[config.mk]
export PLATFORM = sky130hd
export DESIGN_NAME = button_chatter_recontact_filter_flat
export DESIGN_NICKNAME = d
export VERILOG_FILES = /design/src/sv/bcrf_pkg.sv /design/src/sv/bcrf_if.sv /design/src/sv/bcrf_cfg.sv /design/src/sv/button_chatter_recontact_filter.sv /design/src/flat_wrapper.sv
export VERILOG_INCLUDE_DIRS = /design/src /design/src/sv
export SDC_FILE = /design/constraint.sdc
export NUM_CORES = 1
export LEC_CHECK = 0
export BUFFER_PORTS_ARGS = -buffer_cell sky130_fd_sc_hd__buf_2
export CORE_MARGIN = 2
export CORE_UTILIZATION = 26
export DETAILED_ROUTE_END_ITERATION = 16
export PLACE_DENSITY_LB_ADDON = 0.25
export SKIP_LAST_GASP = 1
export SYNTH_ARGS = -nofsm -noshare
export SYNTH_HDL_FRONTEND = slang
export SYNTH_SLANG_ARGS = --single-unit
[constraint.sdc]
create_clock -name clk -period 5.8 [get_ports clk]
set_input_delay 0.29 -clock clk [delete_from_list [all_inputs] [get_ports clk]]
set_output_delay 0.29 -clock clk [all_outputs]
set_load 0.005 [all_outputs]
[src/sv/button_chatter_recontact_filter_defines.svh]
// Assertion macros for the button chatter and recontact filter.
// Used by files that assert; expects clk and rst_n in scope.
`ifndef BUTTON_CHATTER_RECONTACT_FILTER_DEFINES_SVH
`define BUTTON_CHATTER_RECONTACT_FILTER_DEFINES_SVH

`ifndef SYNTHESIS

// antecedent implies consequent in the same cycle
`define BCRF_ASSERT_SAME(label, ante, cons) \
    label: assert property (@(posedge clk) disable iff (!rst_n) (ante) |-> (cons)) \
        else $error("bcrf: same-cycle check failed");

// antecedent implies consequent in the next cycle
`define BCRF_ASSERT_NEXT(label, ante, cons) \
    label: assert property (@(posedge clk) disable iff (!rst_n) (ante) |=> (cons)) \
        else $error("bcrf: next-cycle check failed");

`else

`define BCRF_ASSERT_SAME(label, ante, cons)
`define BCRF_ASSERT_NEXT(label, ante, cons)

`endif

`endif

[src/sv/bcrf_pkg.sv]
// Package for the button chatter and recontact filter.
// Types and constants shared by the interfaces, config block and top level.
`default_nettype none

package bcrf_pkg;

    localparam int CFG_W     = 10;  // width of the time thresholds
    localparam int CFG_IDX_W = 2;
    localparam int OP_W      = 2;

    localparam logic [CFG_W-1:0] CHATTER_RESET   = 10'd100;
    localparam logic [CFG_W-1:0] RECONTACT_RESET = 10'd30;

    typedef enum logic [OP_W-1:0] {
        OP_TICK  = 2'd0,
        OP_DOWN  = 2'd1,
        OP_UP    = 2'd2,
        OP_OTHER = 2'd3
    } op_t;

    typedef enum logic [CFG_IDX_W-1:0] {
        REG_CHATTER   = 2'd0,
        REG_RECONTACT = 2'd1,
        REG_BYPASS    = 2'd2
    } reg_idx_t;

    typedef struct packed {
        logic [CFG_W-1:0] chatter_time;
        logic [CFG_W-1:0] recontact_time;
        logic             bypass;
    } cfg_t;

endpackage

`default_nettype wire

[src/sv/bcrf_if.sv]
// Channel interfaces for the button chatter and recontact filter.
// Depends on bcrf_pkg for widths.
`default_nettype none

interface bcrf_evt_if;
    logic                        valid;
    logic                        ready;
    logic [bcrf_pkg::OP_W-1:0]   op;
    logic                        injected;

    modport source (output valid, output op, output injected, input ready);
    modport sink   (input valid, input op, input injected, output ready);
endinterface

interface bcrf_res_if;
    logic valid;
    logic ready;
    logic forward;
    logic release_now;
    logic held;

    modport source (output valid, output forward, output release_now, output held,
                    input ready);
    modport sink   (input valid, input forward, input release_now, input held,
                    output ready);
endinterface

interface bcrf_cfg_if;
    logic                             valid;
    logic                             ready;
    logic [bcrf_pkg::CFG_IDX_W-1:0]   index;
    logic [bcrf_pkg::CFG_W-1:0]       data;

    modport source (output valid, output index, output data, input ready);
    modport sink   (input valid, input index, input data, output ready);
endinterface

`default_nettype wire

[src/sv/bcrf_cfg.sv]
// Configuration register file for the button chatter and recontact filter.
// Depends on bcrf_pkg and bcrf_cfg_if.
`default_nettype none

module bcrf_cfg (
    input  wire logic          clk,
    input  wire logic          rst_n,
    bcrf_cfg_if.sink           cfg,
    output bcrf_pkg::cfg_t     regs
);

    bcrf_pkg::cfg_t regs_reg;
    bcrf_pkg::cfg_t regs_next;

    assign cfg.ready = 1'b1;
    assign regs      = regs_reg;

    always_comb
    begin
        regs_next = regs_reg;
        if (cfg.valid)
        begin
            case (bcrf_pkg::reg_idx_t'(cfg.index))
                bcrf_pkg::REG_CHATTER:   regs_next.chatter_time   = cfg.data;
                bcrf_pkg::REG_RECONTACT: regs_next.recontact_time = cfg.data;
                bcrf_pkg::REG_BYPASS:    regs_next.bypass         = cfg.data[0];
                default:                 regs_next = regs_reg;  // unused index
            endcase
        end
    end

    always_ff @(posedge clk or negedge rst_n)
    begin
        if (!rst_n)
        begin
            regs_reg.chatter_time   <= bcrf_pkg::CHATTER_RESET;
            regs_reg.recontact_time <= bcrf_pkg::RECONTACT_RESET;
            regs_reg.bypass         <= 1'b0;
        end
        else
        begin
            regs_reg <= regs_next;
        end
    end

endmodule

`default_nettype wire

[src/sv/button_chatter_recontact_filter.sv]
// Top level of the button chatter and recontact filter.
// Depends on bcrf_pkg, the bcrf interfaces, bcrf_cfg and the assertion macro header.
//
//  channel | dir | payload                       | transfer when
//  --------+-----+-------------------------------+------------------------
//  ev      | in  | op, injected                  | ev.valid && ev.ready
//  res     | out | forward, release_now, held    | res.valid && res.ready
//  cfg     | in  | index, data                   | cfg.valid && cfg.ready
//
// One item per cycle unless res stalls: each transfer on ev is decided in the
// cycle it arrives and its result lands in the output register on the same edge.
// ev.ready is high whenever the output register is empty or being emptied,
// so a stalled res holds exactly one result and back-pressures ev.
// cfg is always ready. rst_n clears state, counters and config to defaults.
`default_nettype none
`include "button_chatter_recontact_filter_defines.svh"

module button_chatter_recontact_filter #(
    parameter int TIME_BITS = 10
) (
    input  wire logic    clk,
    input  wire logic    rst_n,
    bcrf_evt_if.sink     ev,
    bcrf_res_if.source   res,
    bcrf_cfg_if.sink     cfg
);

    // compare width covers both counter and threshold
    localparam int CMP_W = (TIME_BITS > bcrf_pkg::CFG_W) ? TIME_BITS : bcrf_pkg::CFG_W;

    bcrf_pkg::cfg_t regs;

    bcrf_cfg u_cfg (
        .clk   (clk),
        .rst_n (rst_n),
        .cfg   (cfg),
        .regs  (regs)
    );

    // filter state
    logic                 pressed_reg,       pressed_next;
    logic                 pending_reg,       pending_next;
    logic [TIME_BITS-1:0] since_press_reg,   since_press_next;
    logic [TIME_BITS-1:0] since_release_reg, since_release_next;

    // output register
    logic res_valid_reg,   res_valid_next;
    logic forward_reg,     forward_next;
    logic release_reg,     release_next;
    logic held_reg,        held_next;

    logic                 accept;
    logic [TIME_BITS-1:0] press_inc;
    logic [TIME_BITS-1:0] release_inc;

    assign ev.ready = !res_valid_reg || res.ready;
    assign accept   = ev.valid && ev.ready;

    assign res.valid       = res_valid_reg;
    assign res.forward     = forward_reg;
    assign res.release_now = release_reg;
    assign res.held        = held_reg;

    // saturating increments
    assign press_inc   = (&since_press_reg)   ? since_press_reg   : since_press_reg + 1'b1;
    assign release_inc = (&since_release_reg) ? since_release_reg : since_release_reg + 1'b1;

    always_comb
    begin
        pressed_next       = pressed_reg;
        pending_next       = pending_reg;
        since_press_next   = since_press_reg;
        since_release_next = since_release_reg;
        forward_next       = forward_reg;
        release_next       = release_reg;
        held_next          = held_reg;
        res_valid_next     = res_valid_reg && !res.ready;

        if (accept)
        begin
            forward_next   = 1'b0;
            release_next   = 1'b0;
            res_valid_next = 1'b1;

            case (bcrf_pkg::op_t'(ev.op))
                bcrf_pkg::OP_TICK:
                begin
                    // ticks ignore injected; release timer runs only while pending
                    since_press_next = press_inc;
                    if (pending_reg)
                    begin
                        since_release_next = release_inc;
                        if (regs.bypass)
                        begin
                            pending_next = 1'b0;
                        end
                        else if (CMP_W'(release_inc) >= CMP_W'(regs.recontact_time))
                        begin
                            pending_next = 1'b0;
                            if (pressed_reg)
                            begin
                                pressed_next = 1'b0;
                                release_next = 1'b1;
                            end
                        end
                    end
                end
                bcrf_pkg::OP_DOWN:
                begin
                    if (ev.injected || regs.bypass)
                    begin
                        forward_next = 1'b1;
                    end
                    else if (pending_reg)
                    begin
                        pending_next = 1'b0;    // recontact, swallowed
                    end
                    else if (!pressed_reg)
                    begin
                        pressed_next     = 1'b1;
                        since_press_next = '0;
                        forward_next     = 1'b1;
                    end
                end
                bcrf_pkg::OP_UP:
                begin
                    if (ev.injected || regs.bypass)
                    begin
                        forward_next = 1'b1;
                    end
                    else if (pressed_reg &&
                             (CMP_W'(since_press_reg) >= CMP_W'(regs.chatter_time)))
                    begin
                        pending_next       = 1'b1;
                        since_release_next = '0;
                    end
                end
                default:
                begin
                    forward_next = 1'b1;    // other events pass through
                end
            endcase

            held_next = pressed_next;
        end
    end

    always_ff @(posedge clk or negedge rst_n)
    begin
        if (!rst_n)
        begin
            pressed_reg       <= 1'b0;
            pending_reg       <= 1'b0;
            since_press_reg   <= '0;
            since_release_reg <= '0;
            res_valid_reg     <= 1'b0;
        end
        else
        begin
            pressed_reg       <= pressed_next;
            pending_reg       <= pending_next;
            since_press_reg   <= since_press_next;
            since_release_reg <= since_release_next;
            res_valid_reg     <= res_valid_next;
        end
    end

    always_ff @(posedge clk)
    begin
        forward_reg <= forward_next;
        release_reg <= release_next;
        held_reg    <= held_next;
    end

    // a pending release always belongs to a logical press
    `BCRF_ASSERT_SAME(a_pending_pressed, pending_reg, pressed_reg)
    // a synthesised release leaves the button released
    `BCRF_ASSERT_SAME(a_release_held, res_valid_reg && release_reg, !held_reg)
    // an empty output register never blocks the input
    `BCRF_ASSERT_SAME(a_ready_empty, !res_valid_reg, ev.ready)
    // a forwarded plain down from released state leaves the button held
    `BCRF_ASSERT_NEXT(a_down_press,
        accept && (ev.op == bcrf_pkg::OP_DOWN) && !ev.injected && !regs.bypass
            && !pressed_reg, pressed_reg && held_reg && forward_reg)

endmodule

`default_nettype wire

[src/flat_wrapper.sv]
// flat-port wrapper written by rule: the top's interface ports become plain ports
module button_chatter_recontact_filter_flat 
#(
    parameter int TIME_BITS = 10
)
  (clk, rst_n, ev_valid, ev_op, ev_injected, ev_ready, res_valid, res_forward, res_release_now, res_held, res_ready, cfg_valid, cfg_index, cfg_data, cfg_ready);
  bcrf_evt_if ev_i ();
  bcrf_res_if res_i ();
  bcrf_cfg_if cfg_i ();
  input  wire logic clk;
  input  wire logic rst_n;
  input wire logic [$bits(ev_i.valid)-1:0] ev_valid;
  input wire logic [$bits(ev_i.op)-1:0] ev_op;
  input wire logic [$bits(ev_i.injected)-1:0] ev_injected;
  output wire logic [$bits(ev_i.ready)-1:0] ev_ready;
  output wire logic [$bits(res_i.valid)-1:0] res_valid;
  output wire logic [$bits(res_i.forward)-1:0] res_forward;
  output wire logic [$bits(res_i.release_now)-1:0] res_release_now;
  output wire logic [$bits(res_i.held)-1:0] res_held;
  input wire logic [$bits(res_i.ready)-1:0] res_ready;
  input wire logic [$bits(cfg_i.valid)-1:0] cfg_valid;
  input wire logic [$bits(cfg_i.index)-1:0] cfg_index;
  input wire logic [$bits(cfg_i.data)-1:0] cfg_data;
  output wire logic [$bits(cfg_i.ready)-1:0] cfg_ready;
  assign ev_i.valid = ev_valid;
  assign ev_i.op = ev_op;
  assign ev_i.injected = ev_injected;
  assign ev_ready = ev_i.ready;
  assign res_valid = res_i.valid;
  assign res_forward = res_i.forward;
  assign res_release_now = res_i.release_now;
  assign res_held = res_i.held;
  assign res_i.ready = res_ready;
  assign cfg_i.valid = cfg_valid;
  assign cfg_i.index = cfg_index;
  assign cfg_i.data = cfg_data;
  assign cfg_ready = cfg_i.ready;
  button_chatter_recontact_filter #(.TIME_BITS(TIME_BITS)) u_core (.clk(clk), .rst_n(rst_n), .ev(ev_i), .res(res_i), .cfg(cfg_i));
endmodule
**Word-level counts from Yosys, hierarchy flattened**

Cells that the tools add are included.

- Bitwise logic cells: 3
- $lt $le $gt $ge: 2
- Add/subtract/negate cells: 2
- Mux-type cells: 30
- Eq/ne operators: 11
- Reductions and logical operators: 21

Operators with widths:

| operator | count |
|---|---|
| $mux W10 | 8 |
| $pmux W10 S2 | 2 |
| $add A10 B1 Y10 const B | 2 |
| $ge A10 B10 Y1 | 2 |
| $reduce_and A10 Y1 | 2 |
| $mux W1 | 17 |
| $ne A2 B2 Y1 const B | 5 |
| $reduce_and A5 Y1 | 2 |
| $pmux W1 S3 | 2 |
| $reduce_and A2 Y1 | 3 |
| $reduce_and A6 Y1 | 1 |
| $eq A2 B1 Y1 const B | 2 |
| $eq A2 B2 Y1 const B | 2 |
| $logic_not A2 Y1 | 2 |
| $ne A2 B1 Y1 const B | 2 |
| $reduce_bool A2 Y1 | 2 |
| $reduce_or A4 Y1 | 1 |
| $logic_and A1 B1 Y1 | 3 |
| $not A1 Y1 | 3 |
| $reduce_bool A3 Y1 | 1 |
| $logic_not A1 Y1 | 2 |
| $logic_or A1 B1 Y1 | 2 |
| $pmux W1 S2 | 1 |

- Word-level logic and storage cells: 80
- Output and inout bits: 6
- Register bits after elaboration: 47

**Longest topological paths before layout**

Gate-level depths: netlist of run 1.

- Depth in word-level cells: 7
- Mapped depth: 14

**Cells and area by module**

Synthesis of run 1 repeated with hierarchy kept, for this count alone.

- Cells, all modules: 312
- Area, all modules: 3064.2 sq um

By module, submodules not included:

| module | seq. area each (sq um) | times used | cells an instance | area an instance (sq um) |
|---|---|---|---|---|
| button_chatter_recontact_filter | 665.6 | 1 | 263 | 2194.6 |
| bcrf_cfg | 534.3 | 1 | 49 | 869.6 |

**Least setup slack after synthesis of run 1**

No wires, ideal clock.

- Path type: reg-to-reg
- From: register u_core.since_release_reg[0]
- To: register u_core.pending_reg
- Stages on the path, launching flop included: 15
- Arrival: 2.921 ns
- Setup time: 0.116 ns
- Path slack: 2.763 ns
- Data required time: 5.684 ns
- Clock period less this slack: 3.037 ns
- Path buffers: 2
- Cells stage by stage: dfrtp_1 ha_1 and3_1 clkbuf_1 and3_1 clkbuf_2 nor2_1 xnor2_1 ha_1 a21o_1 a21oi_1 o21ai_0 a31oi_1 or4b_1 o311ai_0

- Cells in the longest elaborated chain, start to end: 7
- Elaborated cells between the ends (all ways): 8

Ends and longest elaborated chain:

| element | line | text |
|---|---|---|
| start: declaration | button_chatter_recontact_filter.sv:44 | `logic [TIME_BITS-1:0] since_release_reg, since_release_next;` |
| start signal: assignment | button_chatter_recontact_filter.sv:163 | `since_release_reg <= since_release_next;` |
| $add A10 B1 Y10 / $reduce_and A10 Y1 (equally long branches) | button_chatter_recontact_filter.sv:66 | `assign release_inc = (&since_release_reg) ? since_release_reg : since_release_reg + 1'b1;` |
| $mux W10 * | button_chatter_recontact_filter.sv:66 |  |
| $ge A10 B10 Y1 * | button_chatter_recontact_filter.sv:97 | `else if (CMP_W'(release_inc) >= CMP_W'(regs.recontact_time))` |
| $mux W1 * | button_chatter_recontact_filter.sv:97 |  |
| $mux W1 * | button_chatter_recontact_filter.sv:93 | `if (regs.bypass)` |
| $mux W1 * | button_chatter_recontact_filter.sv:90 | `if (pending_reg)` |
| $pmux W1 S3 * | button_chatter_recontact_filter.sv:85 | `case (bcrf_pkg::op_t'(ev.op))` |
| end signal: assignment | button_chatter_recontact_filter.sv:161 | `pending_reg <= pending_next;` |
| end: declaration | button_chatter_recontact_filter.sv:42 | `logic pending_reg, pending_next;` |

Every way passes the cells marked *; elsewhere a longest branch is shown, timed or not.
A chain may end at the register's enable or synchronous reset.

**Final worst setup path of run 1**

Ends and elaborated chain as after synthesis.

==> results of run 1 <==
[power breakdown]
group,switching [mW],internal [mW],total [mW]
Sequential,0.0483,0.393,0.442
Clock,0.113,0.109,0.222
Combinational,0.138,0.123,0.261
[layer usage]
layer  wire (um)  GRT usage  vias up
met2        2580      0.164       31
met5           0          0        -
met1        3160      0.155     1042
met3         196     0.0207       13
li1            -          -     1106
met4         146     0.0488        0
[layout by cell type (no fill, tap or decap), types with 2 or more instances in the layout]
| cell | Yosys | routed |
|---|---|---|
| dfrtp_1 | 37 | 37 |
| dfstp_2 | 7 | 7 |
| a211o_1 | 3 | 3 |
| o21ai_0 | 21 | 21 |
| nor3b_2 | 2 | 2 |
| and3_4 | 2 | 2 |
| nand2b_1 | 4 | 4 |
| nor2_1 | 13 | 13 |
| mux2_2 | 13 | 13 |
| a22o_1 | 4 | 4 |
| a31oi_1 | 7 | 7 |
| nand2_1 | 29 | 29 |
| ha_1 | 26 | 26 |
| mux2i_1 | 2 | 2 |
| nand4_1 | 3 | 3 |
| and3_1 | 5 | 5 |
| o21a_1 | 3 | 3 |
| nor4_1 | 2 | 2 |
| buf_2 | 2 | 24 |
| a21o_1 | 2 | 2 |
| clkbuf_8 | 0 | 7 |
| nor3b_1 | 4 | 4 |
| a21oi_1 | 20 | 20 |
| edfxtp_1 | 3 | 3 |
| nor4b_1 | 3 | 3 |
| inv_1 | 28 | 28 |
| a22o_2 | 2 | 2 |
| nand3_1 | 13 | 13 |
| xnor2_1 | 3 | 3 |
| nor3_1 | 2 | 2 |
[worst max path at each step]
stage                                startpoint                 end  slack (ps)  cells after the start
CTS                 u_core.since_release_reg[0]  u_core.pending_reg        2570                     12
global placement    u_core.since_release_reg[0]  u_core.pending_reg        2680                     12
finish              u_core.since_release_reg[0]  u_core.pending_reg        2580                     12
floorplan           u_core.since_release_reg[0]  u_core.pending_reg        2760                     14
detailed placement  u_core.since_release_reg[0]  u_core.pending_reg        2580                     12
global route        u_core.since_release_reg[0]  u_core.pending_reg        2270                     12
[synthesized netlist by cell type (all sizes together) (2+ instances only)]
cell | instances | share of area
xnor2 | 3 | 0.0091
and3 | 8 | 0.021
a21o | 3 | 0.0082
dfstp | 7 | 0.064
nor4 | 2 | 0.0043
nand2b | 5 | 0.012
edfxtp | 3 | 0.031
a31oi | 7 | 0.015
a21oi | 20 | 0.035
nand4 | 3 | 0.0065
o21ai | 21 | 0.036
mux2 | 13 | 0.051
nor3 | 3 | 0.0069
dfrtp | 37 | 0.32
a211o | 4 | 0.013
nand3 | 13 | 0.023
a22o | 6 | 0.019
nand2 | 29 | 0.038
clkbuf | 5 | 0.0074
inv | 28 | 0.036
a221o | 2 | 0.0074
o21a | 3 | 0.0078
mux2i | 2 | 0.0069
nor3b | 6 | 0.019
buf | 5 | 0.014
nor2 | 13 | 0.017
nor4b | 3 | 0.0091
ha | 26 | 0.11
[cells by family (layout without fill, tap and decap cells)]
| kind of cell | Yosys count | after routing | share of synthesized area |
|---|---|---|---|
| multiplexers | 15 | 15 | 0.0576 |
| XOR/XNOR | 4 | 4 | 0.0121 |
| adder cells (fa/ha/maj) | 26 | 26 | 0.113 |
| AND/OR/NAND/NOR | 92 | 92 | 0.174 |
| buffers and inverters | 38 | 60 | 0.0576 |
| flip-flops | 47 | 47 | 0.415 |
| other | 1 | 1 | 0.00130 |
| AO/OA/AOI/OAI | 74 | 74 | 0.169 |
[stage by stage]
| stage | instances | util |
|---|---|---|
| after floorplan | 297 | - |
| after global placement | 451 | 0.288 |
| after detailed placement | 451 | 0.288 |
| after CTS | 459 | 0.297 |
| after global routing | 459 | 0.297 |
| final | 459 | 0.297 |
[area by class of cell]
class / instances / area, um^2
Fill cell: 1148 / 7620
Multi-Input combinational cell: 212 / 1520
Sequential cell: 47 / 1200
Tap cell: 140 / 175
Timing Repair Buffer: 24 / 120
Inverter: 28 / 105
Clock buffer: 8 / 100
[worst max-delay path: cells and delay by family (launching register included)]
kind            cells  cell delay (ps)
compound gates      5              840
xor+xnor            1              140
fa+ha+maj           2              530
flops               1              440
simple gates        4             1180
==> results.py, run 1 <==
metrics = {
    "floorplanning": {
        "pin_count": 26,
        "rows": 38,
        "dieArea_um2": 12000,
        "coreArea_um2": 10800,
        "initial_utilization": 0.267,
        "fp.dieH_um": 109,
        "die_w_um": 109,
    },
    "logic_synthesis": {
        "ys.flop_type": "dfrtp_1",
        "syn_inst": 297,
        "synth_nets": 343,
        "yosys_warnings": 0,
        "synth_edf_count": 3,
        "synth.cell_area_um2": 2890,
        "syn_area_per_cell_um2": 9.73,
        "synth_seq_cells": 47,
        "seq_area_frac_synth": 0.415,
        "synth_cell_types": 57,
        "synthArstFlopShare": 0.936,
    },
    "detailed_routing": {
        "drc": 0,
        "drt-total-wl_mm": 6.09,
        "drtIter0Drc": 69,
        "drtPass1Iterations": 4,
        "vias": 2192,
        "routed_via_density": 4.78,
        "postRouteAntennaNets": 0,
        "wire_per_inst_um": 13.3,
    },
    "power": {
        "powerDensity_nw_per_um2": 287,
        "leakagePower_nw": 1.42,
        "p_total_mw": 0.924,
        "vdd_drop_max_v": 0.000121,
    },
    "run_status": {
        "status": "completed",
    },
    "sta": {
        "slew_headroom": 0.315,
        "layout_min_cycle_time_ps": 3220,
        "worstMarginPinSlew_ps": 1030,
        "setup_violations": 0,
        "fin_ws_ps": 2580,
        "max_freq_mhz": 311,
        "hold_viol": 0,
        "holdWs_ps": 165,
        "setup_tns_ps": 0,
        "maxSlewViolCount": 0,
        "fin_worst_skew_ps": 6.62,
        "rsz0062_at_grt": "no",
        "finalCritPeriodShare": 0.555,
    },
    "clock_tree": {
        "clk_path_buf_depth": 2,
        "cts_setup_buffers": 0,
        "clock_latency_ps": 300,
        "cts-root-buf": "clkbuf_8",
        "holdBufCountCts": 0,
        "cts_resized": 0,
        "cts_buffers": 5,
        "cts.sinks": 47,
        "clk_transition_reported_paths_ps": 90,
        "htree_levels": 2,
        "cts_tree": "yes",
    },
    "grt": {
        "antenna_found_initial": 0,
        "grt.overflow.total": 0,
        "grt_max_degree": 45,
        "grt_pass1_wl_mm": 10.2,
        "grt_pass1_vias": 2117,
        "groute.usage.overall": 0.110,
    },
    "run": {
        "max_cap_violations": 0,
    },
    "placement": {
        "post-place-ws_ps": 2580,
        "placed_area_um2": 3120,
        "dpl.hpwl_mm": 4.56,
        "gp_congestion": 0.749,
        "port_buffers": 24,
    },
    "finish": {
        "drive_gt1_frac": 0.204,
        "area_growth_pct": 11.6,
        "nNetsFinal": 364,
        "antenna_cells": 0,
        "largest_reg_flops": 21,
        "post-route-cell-area_um2": 3220,
    },
    "worst_setup_path": {
        "worstPathCellList": "ha_1 > and3_1 > and3_1 > nor2_1 > xnor2_1 > ha_1 > a21o_1 > a21oi_1 > o21ai_0 > a31oi_1 > or4b_1 > o311ai_0",
        "arrival_ps": 3410,
        "rr_startpoint": "u_core.since_release_reg[0]",
        "worstRegToRegCells": 12,
        "r2r-end": "u_core.pending_reg",
        "worst-r2r-setup-slack_ps": 2580,
        "max_stage_delay_ps": 450,
        "crit_path_start_kind": "register",
        "endpoint_kind": "register",
        "cp_slowest_cell": "or4b_1",
        "worstPathRequired_ps": 5990,
        "cp_max_fo": 7,
        "critPathKind": "reg -> reg",
    },
    "worst_hold_path": {
        "hold_path_class": "in -> async",
    },
}
Note: power is estimated with default switching activity, not from simulation.
==> inputs of run 2 (changes only) <==
ABC_AREA = 1   (was not set)
clock period = 3 ns   (was 5.8 ns; I/O delays follow)
==> results.py, run 2 <==
metrics = {
    "sta": {
        "rsz0062_at_grt": "no",
        "layout_min_cycle_time_ps": 2520,
        "holdWs_ps": 50.4,
        "fin_ws_ps": 476,
        "maxSlewViolCount": 0,
        "finalCritPeriodShare": 0.841,
        "hold_viol": 0,
        "fin_worst_skew_ps": 2.75,
        "worstMarginPinSlew_ps": 1040,
        "slew_headroom": 0.309,
        "setup_tns_ps": 0,
        "setup_violations": 0,
        "max_freq_mhz": 396,
    },
    "run_status": {
        "status": "completed",
    },
    "floorplanning": {
        "coreArea_um2": 11300,
        "die_w_um": 111,
        "rows": 39,
        "initial_utilization": 0.263,
        "dieArea_um2": 12300,
        "fp.dieH_um": 111,
        "pin_count": 26,
    },
    "logic_synthesis": {
        "synth.cell_area_um2": 2980,
        "ys.flop_type": "dfrtp_1",
        "syn_area_per_cell_um2": 7.54,
        "synth_seq_cells": 47,
        "seq_area_frac_synth": 0.403,
        "synth_nets": 441,
        "syn_inst": 395,
        "synthArstFlopShare": 0.936,
        "yosys_warnings": 0,
        "synth_edf_count": 3,
        "yosysTopAreaCellShare": 0.311,
        "ys_top_cells_by_area": "dfrtp_1, nand2_1, ha_1",
        "synth_top_cells_by_count": "nand2_1, inv_1, dfrtp_1",
        "yosysMostFrequentCell": "nand2_1",
        "synth_cell_types": 33,
        "yosysTopAreaCell": "dfrtp_1",
    },
    "grt": {
        "grt_pass1_vias": 2332,
        "grt_max_degree": 45,
        "grt.overflow.total": 0,
        "groute.usage.overall": 0.111,
        "grt_pass1_wl_mm": 11.3,
        "antenna_found_initial": 0,
    },
    "power": {
        "clkPwrFrac": 0.306,
        "p_sw_frac": 0.317,
        "p_total_mw": 1.77,
        "p_int_mw": 1.21,
        "p_comb_frac": 0.227,
        "powerDensity_nw_per_um2": 524,
        "leakagePower_nw": 1.80,
        "vdd_drop_max_v": 0.000241,
        "power_switching_mw": 0.561,
        "seq_power_share": 0.467,
    },
    "worst_hold_path": {
        "hold_path_class": "in -> async",
    },
    "finish": {
        "nNetsFinal": 465,
        "ff_latch_area_um2": 1200,
        "stdcell_count": 563,
        "largest_reg_flops": 21,
        "area_growth_pct": 13.5,
        "final_common_cell": "nand2_1",
        "multiInputGateArea_um2": 1500,
        "num-fill-cells": 1218,
        "final_util": 0.299,
        "post-route-cell-area_um2": 3380,
        "antenna_cells": 0,
        "drive_gt1_frac": 0.121,
        "final_cell_mix": "nand2_1, inv_1, dfrtp_1, o21ai_0, ha_1",
    },
    "detailed_routing": {
        "drtIter0Drc": 121,
        "vias": 2414,
        "postRouteAntennaNets": 0,
        "drtPass1Iterations": 4,
        "drt-total-wl_mm": 6.40,
        "wire_per_inst_um": 11.4,
        "routed_via_density": 4.29,
        "drc": 0,
    },
    "worst_setup_path": {
        "cp_max_fo": 5,
        "worstPathRequired_ps": 3030,
        "endpoint_kind": "register",
        "crit_path_start_kind": "register",
        "arrival_ps": 2550,
        "critPathKind": "reg -> reg",
    },
    "run": {
        "max_cap_violations": 0,
    },
    "clock_tree": {
        "cts_tree": "yes",
        "clk_transition_reported_paths_ps": 60,
        "holdBufCountCts": 0,
        "cts_resized": 0,
        "cts.sinks": 47,
        "cts_buffers": 5,
        "clk_path_buf_depth": 2,
        "clock_latency_ps": 280,
        "htree_levels": 2,
        "cts_setup_buffers": 0,
        "cts-root-buf": "clkbuf_16",
    },
    "placement": {
        "placed_area_um2": 3240,
        "gp_congestion": 0.814,
        "dpl.cell_count": 555,
        "post-place-ws_ps": 499,
        "port_buffers": 24,
        "dpl.hpwl_mm": 4.90,
    },
}
run 2: cell types whose count changed in the layout (fill, tap and decap cells not counted), sizes merged, moves of 5 or more:
cell,previous run,this run
a21oi,20,9
a22o,6,0
a31oi,7,1
and3,8,0
inv,28,65
mux2,13,0
nand2,29,126
nand2b,5,0
nand3,13,25
nand4,3,8
nor2,13,20
nor3b,6,0
o21ai,21,34
run 2: cell type report:
cell class | instances | share of cell area
clock inverters | 1 | 0.00148
clock buffers | 7 | 0.0392
well taps | 143 | 0.0529
inverters | 65 | 0.0721
repair buffers | 24 | 0.0355
multi-input cells | 276 | 0.444
flip-flops and latches | 47 | 0.355
run 2: routing by layer:
metal  share of wire  vias to the layer above  track usage
met1            0.53                     1069        0.159
li1                -                     1299            -
met3           0.037                        5       0.0235
met4           0.012                        0       0.0313
met2            0.42                       41        0.171
met5               0                        -            0
run 2: worst paths after layout:
kind,to,from,depth (start not counted),slack [ps]
max in group asynchronous,u_core.u_cfg.regs[8],rst_n,1,2310
min in group clk,u_core.res.valid,ev_valid,3,60
worst min register to register,u_core.u_cfg.regs[6],u_core.u_cfg.regs[6],2,490
worst max-delay path,u_core.res.held,u_core.since_release_reg[0],16,480
worst max register to register,u_core.res.held,u_core.since_release_reg[0],16,480
worst min-delay path,u_core.u_cfg.regs[0],rst_n,1,50
run 2: cell families after synthesis:
logic type / share of synthesized area
and+or+nand+nor: 0.288
buffers and inverters: 0.0932
xor gates and xnor gates: 0.0206
AOI/OAI and AO/OA: 0.0853
other: 0.00126
DFF: 0.403
adders and majority gates: 0.109
run 2: power groups by stage:
stage / Sequential [mW] / Clock [mW] / Combinational, mW
global placement: 0.838 / 0 / 0.396
global route: 0.845 / 0.595 / 0.483
floorplan: 0.814 / 0 / 0.306
detailed placement: 0.840 / 0 / 0.404
CTS: 0.828 / 0.565 / 0.409
finish: 0.827 / 0.542 / 0.403
run 2: worst max-delay path, cell delays in order (launching register included):
cell     delay, ps
dfrtp_1        410
ha_1           220
nand2_2         70
inv_2           80
nand3_2         80
nor3_4         170
nand3_1        180
o21ai_0        180
inv_1           60
ha_1           290
nand2_1         50
nand3_1         70
nand3_1         70
nand3_1        110
nand3_1         90
nand2_1         70
nand2_1         60
